--- src/hw/rtl/fnvh_pkg.sv ---
// ----------------------------------------------------------------------------
// fnvh_pkg
// Shared types, constants and byte helpers for the FNV-1 string hash engine.
// ----------------------------------------------------------------------------
package fnvh_pkg;

	// Hash mode codes
	localparam logic [1:0] MODE_32   = 2'd0;
	localparam logic [1:0] MODE_64   = 2'd1;
	localparam logic [1:0] MODE_CLIP = 2'd2;
	localparam logic [1:0] MODE_ALT  = 2'd3;

	// Configuration register indexes
	localparam logic REG_HASH_MODE = 1'b0;
	localparam logic REG_FOLD_CASE = 1'b1;

	// Prefix kinds
	localparam logic [1:0] KIND_UNDEC = 2'd0;
	localparam logic [1:0] KIND_NONE  = 2'd1;
	localparam logic [1:0] KIND_X     = 2'd2;
	localparam logic [1:0] KIND_XY    = 2'd3;

	// FNV constants (prime split into a high power of two plus a low part)
	localparam logic [31:0] BASIS32     = 32'h811C9DC5;
	localparam logic [63:0] BASIS64     = 64'hCBF29CE484222325;
	localparam logic [8:0]  PRIME32_LO  = 9'h193;
	localparam int          PRIME32_SH  = 24;
	localparam logic [8:0]  PRIME64_LO  = 9'h1B3;
	localparam int          PRIME64_SH  = 40;
	localparam logic [63:0] LOW48       = 64'h0000FFFFFFFFFFFF;

	// Characters
	localparam logic [7:0] CH_UP_A = 8'h41;
	localparam logic [7:0] CH_UP_Z = 8'h5A;
	localparam logic [7:0] CH_A    = 8'h61;
	localparam logic [7:0] CH_Z    = 8'h7A;
	localparam logic [7:0] CH_O    = 8'h6F;
	localparam logic [7:0] CH_B    = 8'h62;
	localparam logic [7:0] CH_P    = 8'h70;
	localparam logic [7:0] CH_C    = 8'h63;
	localparam logic [7:0] CH_T    = 8'h74;
	localparam logic [7:0] CH_H    = 8'h68;
	localparam logic [7:0] CH_E    = 8'h65;
	localparam logic [7:0] CH_TWO  = 8'h32;
	localparam logic [7:0] CH_US   = 8'h5F;

	// Age codes
	localparam logic [7:0] AGE_B = 8'h01;
	localparam logic [7:0] AGE_P = 8'h02;
	localparam logic [7:0] AGE_C = 8'h03;
	localparam logic [7:0] AGE_T = 8'h04;
	localparam logic [7:0] AGE_H = 8'h05;
	localparam logic [7:0] AGE_E = 8'h06;
	localparam logic [7:0] AGE_NONE = 8'h00;

	// Prefix buffer control and status
	typedef struct packed {
		logic clr;
		logic wr;
		logic decide;
	} pfx_ctl_t;

	typedef struct packed {
		logic [2:0] count;
		logic [1:0] kind;
	} pfx_sts_t;

	function automatic logic [7:0] to_lower(input logic [7:0] b);
		logic [7:0] r;
		r = b;
		if (b >= CH_UP_A && b <= CH_UP_Z) begin
			r = b | 8'h20;
		end
		return r;
	endfunction

	function automatic logic is_letter(input logic [7:0] b);
		return (b >= CH_A) && (b <= CH_Z);
	endfunction

	function automatic logic is_default_age(input logic [7:0] b);
		return (b == CH_A) || (b == CH_O);
	endfunction

	function automatic logic [7:0] age_code(input logic [7:0] b);
		logic [7:0] r;
		r = AGE_NONE;
		if (b == CH_B) r = AGE_B;
		if (b == CH_P) r = AGE_P;
		if (b == CH_C) r = AGE_C;
		if (b == CH_T) r = AGE_T;
		if (b == CH_H) r = AGE_H;
		if (b == CH_E) r = AGE_E;
		return r;
	endfunction

	function automatic logic [63:0] basis(input logic [1:0] mode);
		return (mode == MODE_32) ? {32'd0, BASIS32} : BASIS64;
	endfunction

endpackage

--- src/hw/rtl/fnvh_mix.sv ---
// ----------------------------------------------------------------------------
// fnvh_mix
// Shared FNV-1 round: multiply the accumulator by the prime, then XOR a byte.
// ----------------------------------------------------------------------------
module fnvh_mix (
	input  logic [63:0] acc,
	input  logic [7:0]  data,
	input  logic        is32,
	output logic [63:0] acc_next
);

	logic [63:0] prod64;
	logic [31:0] prod32;

	// Prime is 2^k plus a small constant: one shift plus a narrow multiply
	always_comb begin
		prod64 = (acc << fnvh_pkg::PRIME64_SH) + acc * {55'd0, fnvh_pkg::PRIME64_LO};
		prod32 = (acc[31:0] << fnvh_pkg::PRIME32_SH)
			+ acc[31:0] * {23'd0, fnvh_pkg::PRIME32_LO};
		if (is32) begin
			acc_next = {32'd0, prod32 ^ {24'd0, data}};
		end else begin
			acc_next = prod64 ^ {56'd0, data};
		end
	end

endmodule

--- src/hw/rtl/fnvh_prefix.sv ---
// ----------------------------------------------------------------------------
// fnvh_prefix
// Clip-name prefix buffer: holds the first four bytes, decides the prefix
// kind, supplies replay bytes with age substitution and applies the age tag.
// ----------------------------------------------------------------------------
module fnvh_prefix (
	input  logic               clk,
	input  logic               arst_n,
	input  fnvh_pkg::pfx_ctl_t ctl,
	input  logic [7:0]         wr_byte,
	input  logic [1:0]         ridx,
	input  logic [63:0]        hash_in,
	output fnvh_pkg::pfx_sts_t sts,
	output logic [7:0]         replay_byte,
	output logic [63:0]        clip_hash
);

	logic [7:0] pfx_q [4];
	logic [2:0] count_q;
	logic [1:0] kind_q;
	logic [1:0] kind_dec;
	logic [7:0] rb;
	logic       xdef;
	logic       ydef;
	logic [7:0] px;
	logic [7:0] py;
	logic [63:0] h;

	// Store buffered bytes (no reset, read only after written)
	always_ff @(posedge clk) begin
		if (ctl.wr && !ctl.clr) begin
			pfx_q[count_q[1:0]] <= wr_byte;
		end
	end

	// Track fill count and decided kind
	always_ff @(posedge clk or negedge arst_n) begin
		if (!arst_n) begin
			count_q <= 3'd0;
			kind_q  <= fnvh_pkg::KIND_UNDEC;
		end else if (ctl.clr) begin
			count_q <= 3'd0;
			kind_q  <= fnvh_pkg::KIND_UNDEC;
		end else begin
			if (ctl.wr) begin
				count_q <= count_q + 3'd1;
			end
			if (ctl.decide) begin
				kind_q <= kind_dec;
			end
		end
	end

	// Decide prefix from the bytes present
	always_comb begin
		if (count_q == 3'd4 && pfx_q[1] == fnvh_pkg::CH_TWO && pfx_q[3] == fnvh_pkg::CH_US
			&& fnvh_pkg::is_letter(pfx_q[0]) && fnvh_pkg::is_letter(pfx_q[2])) begin
			kind_dec = fnvh_pkg::KIND_XY;
		end else if (count_q >= 3'd2 && pfx_q[1] == fnvh_pkg::CH_US
			&& fnvh_pkg::is_letter(pfx_q[0])) begin
			kind_dec = fnvh_pkg::KIND_X;
		end else begin
			kind_dec = fnvh_pkg::KIND_NONE;
		end
	end

	// Replace a non-default age letter by 'a' on replay
	always_comb begin
		rb = pfx_q[ridx];
		replay_byte = rb;
		if (!fnvh_pkg::is_default_age(rb)) begin
			if (ridx == 2'd0 && (kind_q == fnvh_pkg::KIND_X || kind_q == fnvh_pkg::KIND_XY)) begin
				replay_byte = fnvh_pkg::CH_A;
			end
			if (ridx == 2'd2 && kind_q == fnvh_pkg::KIND_XY) begin
				replay_byte = fnvh_pkg::CH_A;
			end
		end
	end

	// Apply age tag to the final hash
	always_comb begin
		xdef = fnvh_pkg::is_default_age(pfx_q[0]);
		ydef = (kind_q == fnvh_pkg::KIND_XY) ? fnvh_pkg::is_default_age(pfx_q[2]) : 1'b1;
		px   = xdef ? fnvh_pkg::AGE_NONE : fnvh_pkg::age_code(pfx_q[0]);
		py   = ydef ? fnvh_pkg::AGE_NONE : fnvh_pkg::age_code(pfx_q[2]);
		h    = hash_in;
		if (kind_q == fnvh_pkg::KIND_X || kind_q == fnvh_pkg::KIND_XY) begin
			if (xdef && ydef) begin
				h = {1'b0, hash_in[62:0]};
			end else begin
				h = (hash_in & fnvh_pkg::LOW48)
					| {{1'b1, hash_in[62:56]} ^ px, hash_in[55:48] ^ py, 48'd0};
			end
		end
		clip_hash = h;
	end

	assign sts.count = count_q;
	assign sts.kind  = kind_q;

endmodule

--- src/hw/rtl/fnv1_string_hash_engine.sv ---
// ----------------------------------------------------------------------------
// fnv1_string_hash_engine
// FNV-1 32/64-bit string hash with optional case folding and a 64-bit
// clip-name mode that recognizes and tags age prefixes.
// ----------------------------------------------------------------------------
//
//  channel  handshake            payload
//  in       in_valid/in_ready    data_byte, has_byte, is_last
//  out      out_valid/out_ready  hash_value
//  cfg      cfg_valid/cfg_ready  cfg_index, cfg_data
//
// A word is accepted in the idle state and then passes through the shared mix
// unit; a last word then loads the output register. In clip mode the fourth
// byte or a short name adds a decide step and a mix step for each buffered
// byte (up to four). Reset leaves mode 64-bit, no case folding.
// A held result does not block input; a last word waits until it is taken.
module fnv1_string_hash_engine (
	input  logic        clk,
	input  logic        arst_n,
	input  logic        in_valid,
	output logic        in_ready,
	input  logic [7:0]  data_byte,
	input  logic        has_byte,
	input  logic        is_last,
	output logic        out_valid,
	input  logic        out_ready,
	output logic [63:0] hash_value,
	input  logic        cfg_valid,
	output logic        cfg_ready,
	input  logic        cfg_index,
	input  logic [1:0]  cfg_data
);

	typedef enum logic [4:0] {
		ST_IDLE   = 5'b00001,
		ST_MIX    = 5'b00010,
		ST_DECIDE = 5'b00100,
		ST_REPLAY = 5'b01000,
		ST_FINAL  = 5'b10000
	} state_t;

	state_t             state_q;
	logic [7:0]         byte_q;
	logic               has_q;
	logic               last_q;
	logic [63:0]        acc_q;
	logic [1:0]         mode_q;
	logic               fold_q;
	logic [1:0]         ridx_q;
	logic               out_valid_q;
	logic [63:0]        hash_q;

	logic               is32;
	logic               clip;
	logic               buffering;
	logic               in_acc;
	logic               cfg_mode_wr;
	logic               out_free;
	logic               fin_go;
	logic               go_decide;
	logic               replay_end;
	logic [7:0]         in_byte;
	logic [7:0]         mix_byte;
	logic [63:0]        mix_out;
	logic [63:0]        fin_hash;
	logic [7:0]         replay_byte;
	logic [63:0]        clip_hash;
	fnvh_pkg::pfx_ctl_t pctl;
	fnvh_pkg::pfx_sts_t pst;

	assign is32        = (mode_q == fnvh_pkg::MODE_32);
	assign clip        = (mode_q == fnvh_pkg::MODE_CLIP);
	assign buffering   = clip && (pst.kind == fnvh_pkg::KIND_UNDEC);
	assign in_ready    = (state_q == ST_IDLE);
	assign in_acc      = in_valid && in_ready;
	assign cfg_ready   = 1'b1;
	assign cfg_mode_wr = cfg_valid && (cfg_index == fnvh_pkg::REG_HASH_MODE);
	assign out_free    = !out_valid_q || out_ready;
	assign fin_go      = (state_q == ST_FINAL) && out_free;
	assign go_decide   = buffering && (last_q || (has_q && pst.count == 3'd3));
	assign replay_end  = ({1'b0, ridx_q} == pst.count - 3'd1);
	assign out_valid   = out_valid_q;
	assign hash_value  = hash_q;

	// Fold case on entry: always in clip mode, on request otherwise
	assign in_byte = (clip || fold_q) ? fnvh_pkg::to_lower(data_byte) : data_byte;

	// Shared mix unit
	assign mix_byte = (state_q == ST_REPLAY) ? replay_byte : byte_q;

	fnvh_mix u_mix (
		.acc      (acc_q),
		.data     (mix_byte),
		.is32     (is32),
		.acc_next (mix_out)
	);

	// Prefix buffer control
	assign pctl.clr    = cfg_mode_wr || fin_go;
	assign pctl.wr     = (state_q == ST_MIX) && has_q && buffering;
	assign pctl.decide = (state_q == ST_DECIDE);

	fnvh_prefix u_prefix (
		.clk         (clk),
		.arst_n      (arst_n),
		.ctl         (pctl),
		.wr_byte     (byte_q),
		.ridx        (ridx_q),
		.hash_in     (acc_q),
		.sts         (pst),
		.replay_byte (replay_byte),
		.clip_hash   (clip_hash)
	);

	// Select final result by mode
	always_comb begin
		if (clip) begin
			fin_hash = clip_hash;
		end else if (is32) begin
			fin_hash = {32'd0, acc_q[31:0]};
		end else begin
			fin_hash = acc_q;
		end
	end

	// Hold the accepted word
	always_ff @(posedge clk) begin
		if (in_acc) begin
			byte_q <= in_byte;
		end
	end

	// Configuration registers
	always_ff @(posedge clk or negedge arst_n) begin
		if (!arst_n) begin
			mode_q <= fnvh_pkg::MODE_64;
			fold_q <= 1'b0;
		end else if (cfg_valid) begin
			if (cfg_index == fnvh_pkg::REG_HASH_MODE) begin
				mode_q <= (cfg_data == fnvh_pkg::MODE_ALT) ? fnvh_pkg::MODE_64 : cfg_data;
			end else begin
				fold_q <= cfg_data[0];
			end
		end
	end

	// Accumulator
	always_ff @(posedge clk or negedge arst_n) begin
		if (!arst_n) begin
			acc_q <= fnvh_pkg::BASIS64;
		end else if (cfg_mode_wr) begin
			acc_q <= fnvh_pkg::basis(cfg_data);
		end else if (fin_go) begin
			acc_q <= fnvh_pkg::basis(mode_q);
		end else if ((state_q == ST_MIX && has_q && !buffering) || state_q == ST_REPLAY) begin
			acc_q <= mix_out;
		end
	end

	// Sequencer
	always_ff @(posedge clk or negedge arst_n) begin
		if (!arst_n) begin
			state_q <= ST_IDLE;
			has_q   <= 1'b0;
			last_q  <= 1'b0;
			ridx_q  <= 2'd0;
		end else begin
			unique case (state_q)
				ST_IDLE: begin
					if (in_acc) begin
						has_q   <= has_byte;
						last_q  <= is_last;
						state_q <= ST_MIX;
					end
				end
				ST_MIX: begin
					if (go_decide) begin
						state_q <= ST_DECIDE;
					end else if (last_q) begin
						state_q <= ST_FINAL;
					end else begin
						state_q <= ST_IDLE;
					end
				end
				ST_DECIDE: begin
					ridx_q <= 2'd0;
					if (pst.count != 3'd0) begin
						state_q <= ST_REPLAY;
					end else if (last_q) begin
						state_q <= ST_FINAL;
					end else begin
						state_q <= ST_IDLE;
					end
				end
				ST_REPLAY: begin
					ridx_q <= ridx_q + 2'd1;
					if (replay_end) begin
						state_q <= last_q ? ST_FINAL : ST_IDLE;
					end
				end
				ST_FINAL: begin
					if (out_free) begin
						state_q <= ST_IDLE;
					end
				end
				default: begin
					state_q <= ST_IDLE;
				end
			endcase
		end
	end

	// Output register: load on final, drop when taken
	always_ff @(posedge clk or negedge arst_n) begin
		if (!arst_n) begin
			out_valid_q <= 1'b0;
		end else if (fin_go) begin
			out_valid_q <= 1'b1;
		end else if (out_ready) begin
			out_valid_q <= 1'b0;
		end
	end

	always_ff @(posedge clk) begin
		if (fin_go) begin
			hash_q <= fin_hash;
		end
	end

`ifndef SYNTH
	ap_accept_to_mix: assert property (@(posedge clk) disable iff (!arst_n)
		in_acc |=> (state_q == ST_MIX))
		else $error("accepted word did not enter the mix step");

	ap_replay_idx: assert property (@(posedge clk) disable iff (!arst_n)
		(state_q == ST_REPLAY) |-> ({1'b0, ridx_q} < pst.count))
		else $error("replay index beyond buffered bytes");

	ap_kind_count: assert property (@(posedge clk) disable iff (!arst_n)
		(pst.kind == fnvh_pkg::KIND_X || pst.kind == fnvh_pkg::KIND_XY) |-> (pst.count >= 3'd2))
		else $error("age prefix decided with too few bytes");

	ap_kind_clip: assert property (@(posedge clk) disable iff (!arst_n)
		(pst.kind != fnvh_pkg::KIND_UNDEC) |-> clip)
		else $error("prefix kind set outside clip mode");

	ap_out_from_final: assert property (@(posedge clk) disable iff (!arst_n)
		$rose(out_valid_q) |-> $past(state_q == ST_FINAL))
		else $error("result raised outside final step");
`endif

endmodule

--- config.mk ---
export PLATFORM = sky130hd
export DESIGN_NAME = fnv1_string_hash_engine
export DESIGN_NICKNAME = d
export VERILOG_FILES = /design/src/hw/rtl/fnvh_pkg.sv /design/src/hw/rtl/fnvh_mix.sv /design/src/hw/rtl/fnvh_prefix.sv /design/src/hw/rtl/fnv1_string_hash_engine.sv
export SDC_FILE = /design/constraint.sdc
export NUM_CORES = 1
export LEC_CHECK = 0
export BUFFER_PORTS_ARGS = -buffer_cell sky130_fd_sc_hd__buf_4
export CORE_UTILIZATION = 50
export CTS_CLUSTER_SIZE = 14
export DETAILED_ROUTE_END_ITERATION = 8
export GPL_ROUTABILITY_DRIVEN = 1
export PLACE_DENSITY = 0.71
export SYNTH_ARGS = -nofsm -noshare
export SYNTH_HDL_FRONTEND = slang
export SYNTH_HIERARCHICAL = 1
export SYNTH_SLANG_ARGS = --single-unit
--- constraint.sdc ---
create_clock -name clk -period 15.19 [get_ports clk]
set_input_delay 0 -clock clk [delete_from_list [all_inputs] [get_ports clk]]
set_output_delay 0 -clock clk [all_outputs]
set_load 0.02 [all_outputs]
==> results of run 1 <==
-- per-stage QoR --
step / worst slack [ps] / area (µm²) / utilization, %
floorplan: 9280 / 25600 / -
global placement: 8730 / 26300 / 52.2
detailed placement: 8690 / 26300 / 52.2
CTS: 8690 / 27000 / 53.8
global route: 8430 / 27000 / 53.8
finish: 8640 / 27000 / 53.8
-- final cells by class --
| class | instances | area [µm²] | area share (%) |
|---|---|---|---|
| Tap cell | 672 | 841 | 3.11 |
| Clock inverter | 14 | 146 | 0.541 |
| Timing Repair Buffer | 113 | 896 | 3.31 |
| Multi-Input combinational cell | 1732 | 17200 | 63.7 |
| Inverter | 604 | 2270 | 8.38 |
| Sequential cell | 186 | 5210 | 19.3 |
| Clock buffer | 18 | 439 | 1.62 |
-- placed cells by master (no fill, tap or decap), types with 11 or more instances in the layout --
| cell | count |
|---|---|
| nand4_1 | 16 |
| o21ai_0 | 113 |
| or2_2 | 11 |
| nand2b_1 | 18 |
| ha_1 | 267 |
| and3_1 | 13 |
| nand3_1 | 74 |
| a31oi_1 | 32 |
| buf_4 | 94 |
| inv_1 | 603 |
| clkbuf_16 | 17 |
| xor2_1 | 60 |
| edfxtp_1 | 104 |
| a21oi_1 | 126 |
| xnor2_1 | 76 |
| nor3_1 | 30 |
| nor2_1 | 92 |
| o21bai_1 | 12 |
| a21o_1 | 58 |
| mux2_2 | 36 |
| dfrtp_1 | 52 |
| o21a_1 | 11 |
| and2_1 | 12 |
| nand2_1 | 111 |
| dlygate4sd3_1 | 19 |
| a22o_1 | 36 |
| nor2b_1 | 28 |
| dfstp_2 | 30 |
| fa_1 | 305 |
-- path summary, 6_finish.rpt --
| kind | startpoint | end | slack, ps | cells after the start |
|---|---|---|---|---|
| setup / recovery | acc_q[6] | acc_q[47] | 8640 | 22 |
| hold / removal | arst_n | fold_q | 20 | 2 |
| hold reg to reg | fold_q | fold_q | 520 | 1 |
| min in group clk | out_ready | out_valid | 30 | 3 |
| setup reg to reg | acc_q[6] | acc_q[47] | 8640 | 22 |
| max in group asynchronous | arst_n | acc_q[40] | 14020 | 3 |
-- routing by layer --
metal	part of all wire (%)	track usage [%]
met2	49	46.9
met5	0	0
met4	3.2	9.86
met1	42	36.9
met3	5.9	4.19
-- registers in the layout, summed over array words and instances, names as in the netlist, 2 cells and up --
| name | cells |
|---|---|
| u_prefix/kind_q | 2 |
| mode_q | 2 |
| u_prefix/count_q | 3 |
| byte_q | 8 |
| ridx_q | 2 |
| state_q | 5 |
| hash_value | 64 |
| acc_q | 64 |
| u_prefix/pfx_q | 32 |
-- cells by family after synthesis --
logic type,synth area share [%]
AOI/OAI and AO/OA,13.3
other,0.0147
DFF,20.4
and+or+nand+nor,9.42
buffers and inverters,12.5
xor gates and xnor gates,4.66
adders and majority gates,36.9
muxes,2.80
-- worst max-delay path, delay by kind of cell (launching register included) --
family | cells | cell delay [ps]
adder cells (fa/ha/maj) | 6 | 2540
AO/OA/AOI/OAI | 8 | 2330
flip-flops | 1 | 800
buffers and inverters | 4 | 300
AND/OR/NAND/NOR | 3 | 240
XOR/XNOR | 1 | 220
-- timing repair --
| item | 4_1_cts | 5_1_grt |
|---|---|---|
| setup buffers | 0 | 0 |
| hold endpoints to repair | 52 | 0 |
| hold buffers | 19 | 0 |
==> impl_metrics.tcl, run 1 <==
set metrics [dict create \
    status "finished, final reports clean" \
    gp_congestion 1.05 \
    clk_latency_ps 500 \
    crit_chain "ha_1 > inv_1 > fa_1 > inv_1 > fa_1 > inv_1 > fa_1 > inv_1 > ha_1 > ha_1 > a21oi_1 > nor2b_1 > o21ai_0 > nand3_1 > o21ai_1 > o2111ai_1 > a221o_1 > a21oi_2 > xor2_1 > nor2_1 > o21ai_0 > a31oi_1" \
    async_flop_share_pct 44.1 \
    syn_to_final_growth_pct 5.72 \
    path_class "reg2reg" \
    routed_wl_mm 71.2 \
    initialDrtViolationCount 1483 \
    synth_ff_type "edfxtp_1" \
    n_fill_cell 4534 \
    synth_edf_count 104 \
    slew_headroom_pct 27.6 \
    finalHoldViolations 0 \
    yosysTopAreaCellShare_pct 23.9 \
    root_buffer "clkbuf_16" \
    critPathLaunchType "register" \
    maxCapViolCount 0 \
    grt_start_max_net_pins 78 \
    syn_area_per_cell_um2 9.56 \
    drive_gt1_share_pct 9.19 \
    critPathSlowestCell "dfrtp_1" \
    required_ps 15580 \
    yosys-top-cells-area "fa_1 (24%), ha_1 (13%), edfxtp_1 (12%), inv_1 (8.8%), dfrtp_1 (5.1%)" \
    ys_seq_area_share_pct 20.4 \
    synth-seq-cells 186 \
    ys_warn_count 6 \
    fin_skew_ps 13.3 \
    period_minus_slack_ps 6550 \
    whs_ps 21.8 \
    io-pin-count 85 \
    dr_total_vias 19000 \
    hp-class "in2async" \
    slew_violations 0 \
    setup_viol 0 \
    start_util_pct 50.9 \
    worstMarginPinSlew_ps 1080 \
    yosysUniqueCellTypes 98 \
    clk_pin_slew_ps 80 \
    grt_pass1_vias 19500 \
    vias_per_cell 5.70 \
    cts_tree "done" \
    dpl.cell_count 3288 \
    cts_made_buffers 17 \
    post_cts_resized 0 \
    min_period_over_period_pct 43.1 \
    final_antenna_net_count 0 \
    syn-instance-count 2675 \
    fin_tns_setup_ps 0 \
    first_pass_iters 6 \
    dp_hpwl_mm 57.6 \
    syn_nets 3265 \
    synth_top_area_cell "fa_1" \
    fin_nets 3244 \
    core.rowCount 82 \
    cp_common_cell "inv_1" \
    rsz0062_at_grt "false" \
    synth.most_common_cell "inv_1" \
    grt_overflow_total 0 \
    post_drt_wl_per_cell_um 21.3 \
    grt_usage_pct 28.0 \
    diodes 0 \
    h-tree-depth 4 \
    path_max_fanout 8 \
    place.port_buffers 83 \
    core_area_um2 50300 \
    synth_common_cells "inv_1 (603), fa_1 (305), ha_1 (267), a21oi_1 (126), o21ai_0 (113)" \
    die-width_um 228 \
    cpPeakStageDelay_ps 800 \
    cts.sinks 186 \
    grt_pass1_wl_mm 111 \
    die_height_um 228 \
    antenna_found_initial 0 \
    crit_path_end_kind "register" \
    synth_area_um2 25600 \
    drc 0 \
    cts_buffer_depth 2 \
    critPathArrivalTime_ps 6940 \
    max_freq_mhz 153 \
    layoutNonFillerInstCount 3339 \
    dieArea_um2 52100 \
]
Power of run 1 is not shown: default switching activity piles up to over one toggle a cycle in this logic, so the estimate is an artifact.
==> run 2: changes to the inputs <==
--- a/config.mk
+++ b/config.mk
@@ -10,7 +10,7 @@
 export CTS_CLUSTER_SIZE = 14
 export DETAILED_ROUTE_END_ITERATION = 8
 export GPL_ROUTABILITY_DRIVEN = 1
-export PLACE_DENSITY = 0.71
+export PLACE_DENSITY = 0.74
 export SYNTH_ARGS = -nofsm -noshare
 export SYNTH_HDL_FRONTEND = slang
 export SYNTH_HIERARCHICAL = 1
==> constraint.sdc (replaced) <==
create_clock -name clk -period 5.5 [get_ports clk]
set_input_delay 0 -clock clk [delete_from_list [all_inputs] [get_ports clk]]
set_output_delay 0 -clock clk [all_outputs]
set_load 0.02 [all_outputs]
==> run 2 against run 1 <==
  * The flow now finishes with violations (setup timing)
  * Global-route usage grew 0.78 points
  * Clock skew rose by 1.3 ps
  * Sequential share of layout area fell by 2.2 points
  * Worst setup slack got worse by 8700 ps
  * Final area up 13%
  * Hold slack improved by 93 ps
  * First-iteration DRC count rose by 3.3%
  * Non-clock buffer count increased by 323
  * Fmax increased by 17%
  * Flip-flop and latch count unchanged
  * Critical path depth down 1
  * Critical endpoint is now acc_q[61]
  * Highest routed layer is now met5
==> impl_metrics.tcl, run 2 (synthesis results as in run 1) <==
set metrics [dict create \
    max_freq_mhz 179 \
    vias_per_cell 5.64 \
    fin_nets 3567 \
    violations "setup timing" \
    h-tree-depth 4 \
    cp_num_buf_inv 3 \
    routed_wl_mm 74.9 \
    hp-class "in2async" \
    io-pin-count 85 \
    required_ps 5870 \
    rsz0062_at_grt "true" \
    grt_overflow_total 0 \
    grt_pass1_vias 21100 \
    core.rowCount 82 \
    initialDrtViolationCount 1532 \
    clk_latency_ps 510 \
    dr_total_vias 20700 \
    n_fill_cell 4111 \
    slew_violations 0 \
    final_common_cell "inv_1" \
    crit_path_end_kind "register" \
    dp_hpwl_mm 58.7 \
    cts_buffer_depth 2 \
    r2r-start "acc_q[13]" \
    worstMarginPinSlew_ps 1160 \
    critPathTopFamily "adder cells" \
    clk_pin_slew_ps 90 \
    post_drt_wl_per_cell_um 20.4 \
    rrSetupSlack_ps -80 \
    status "complete, but fails checks" \
    period_minus_slack_ps 5580 \
    critPathSlowestCell "dfstp_2" \
    finalHoldViolations 0 \
    syn_to_final_growth_pct 20.0 \
    cp_common_cell "fa_1" \
    first_pass_iters 6 \
    cpPeakStageDelay_ps 580 \
    critPathLaunchType "register" \
    path_class "reg2reg" \
    reg2reg_depth 21 \
    cts_made_buffers 17 \
    core_area_um2 50300 \
    dieArea_um2 52100 \
    grt_usage_pct 28.8 \
    r2r_end "acc_q[61]" \
    fin_skew_ps 14.6 \
    diodes 0 \
    cts.sinks 186 \
    drive_gt1_share_pct 24.5 \
    die_height_um 228 \
    min_period_over_period_pct 101 \
    final_antenna_net_count 0 \
    place.port_buffers 83 \
    gp_congestion 1.00 \
    drc 0 \
    dpl_cell_area_um2 28500 \
    setup_viol 11 \
    whs_ps 115 \
    maxCapViolCount 0 \
    crit_chain "ha_2 > buf_6 > fa_1 > fa_1 > inv_1 > fa_1 > inv_1 > ha_1 > ha_1 > and3_4 > nand2_1 > o221ai_2 > o21ai_4 > a2111oi_4 > nor3_4 > o211a_1 > o21ai_4 > a41oi_2 > mux2_4 > o21ai_0 > a21oi_1" \
    worst_slack_ps -81.2 \
    die-width_um 228 \
    cts_tree "done" \
    antenna_found_initial 1 \
    grt_pass1_wl_mm 115 \
    root_buffer "clkbuf_16" \
    slew_headroom_pct 22.6 \
    grt_start_max_net_pins 65 \
    start_util_pct 50.9 \
    critPathArrivalTime_ps 5950 \
    path_max_fanout 5 \
    final_cell_mix "inv_1 (592), buf_4 (412), fa_1 (301)" \
    final_area_um2 30700 \
]
==> run 2: cell type report <==
| class | count | area [µm²] | area share, % |
|---|---|---|---|
| multi-input combinational | 1732 | 18400 | 59.9 |
| sequential | 186 | 5230 | 17.0 |
| timing repair buffer | 436 | 3340 | 10.9 |
| inverter | 604 | 2270 | 7.40 |
| tap | 672 | 841 | 2.74 |
| clock buffer | 17 | 425 | 1.39 |
| clock inverter | 15 | 203 | 0.661 |
==> run 2: routing by layer <==
| layer | up-vias | global-route usage, % | share of wire (%) | routed length [µm] |
|---|---|---|---|---|
| met4 | 2 | 13.7 | 5.1 | 3830 |
| met2 | 817 | 47.8 | 48 | 36100 |
| li1 | 9344 | - | - | - |
| met1 | 10300 | 36.2 | 40 | 30300 |
| met3 | 208 | 5.35 | 6.3 | 4680 |
| met5 | - | 0 | 0.015 | 11 |
==> run 2: timing repair <==
item / in CTS / in global routing
hold endpoints to repair: 47 / 0
setup endpoints to repair: 31 / 37
gates resized for setup: 76 / 141
pin swaps: 20 / 73
cloned: 0 / 0
setup buffers: 9 / 14
hold buffers: 21 / 0
==> run 2: how the worst max path moves through the flow <==
| stage | startpoint | to | slack (ps) | cells after the start |
|---|---|---|---|---|
| final | acc_q[13] | acc_q[61] | -80 | 21 |
| after floorplan | acc_q[38] | acc_q[56] | 90 | 22 |
| after global routing | acc_q[8] | acc_q[29] | -250 | 23 |
| after detailed placement | acc_q[30] | acc_q[56] | -480 | 22 |
| after global placement | acc_q[30] | acc_q[56] | -450 | 22 |
| after CTS | acc_q[39] | acc_q[56] | -20 | 22 |
==> run 2: per-stage QoR <==
step | utilization, % | setup slack (ps) | cells | TNS [ps]
global placement | 56.7 | -451 | 3586 | -2290
floorplan | - | 85.6 | 2675 | 0
finish | 61.0 | -81.2 | 3662 | -416
CTS | 59.4 | -24.2 | 3648 | -61.5
detailed placement | 56.7 | -482 | 3586 | -3770
global route | 61.0 | -251 | 3662 | -3850
Power of run 2 is left out for the same reason.
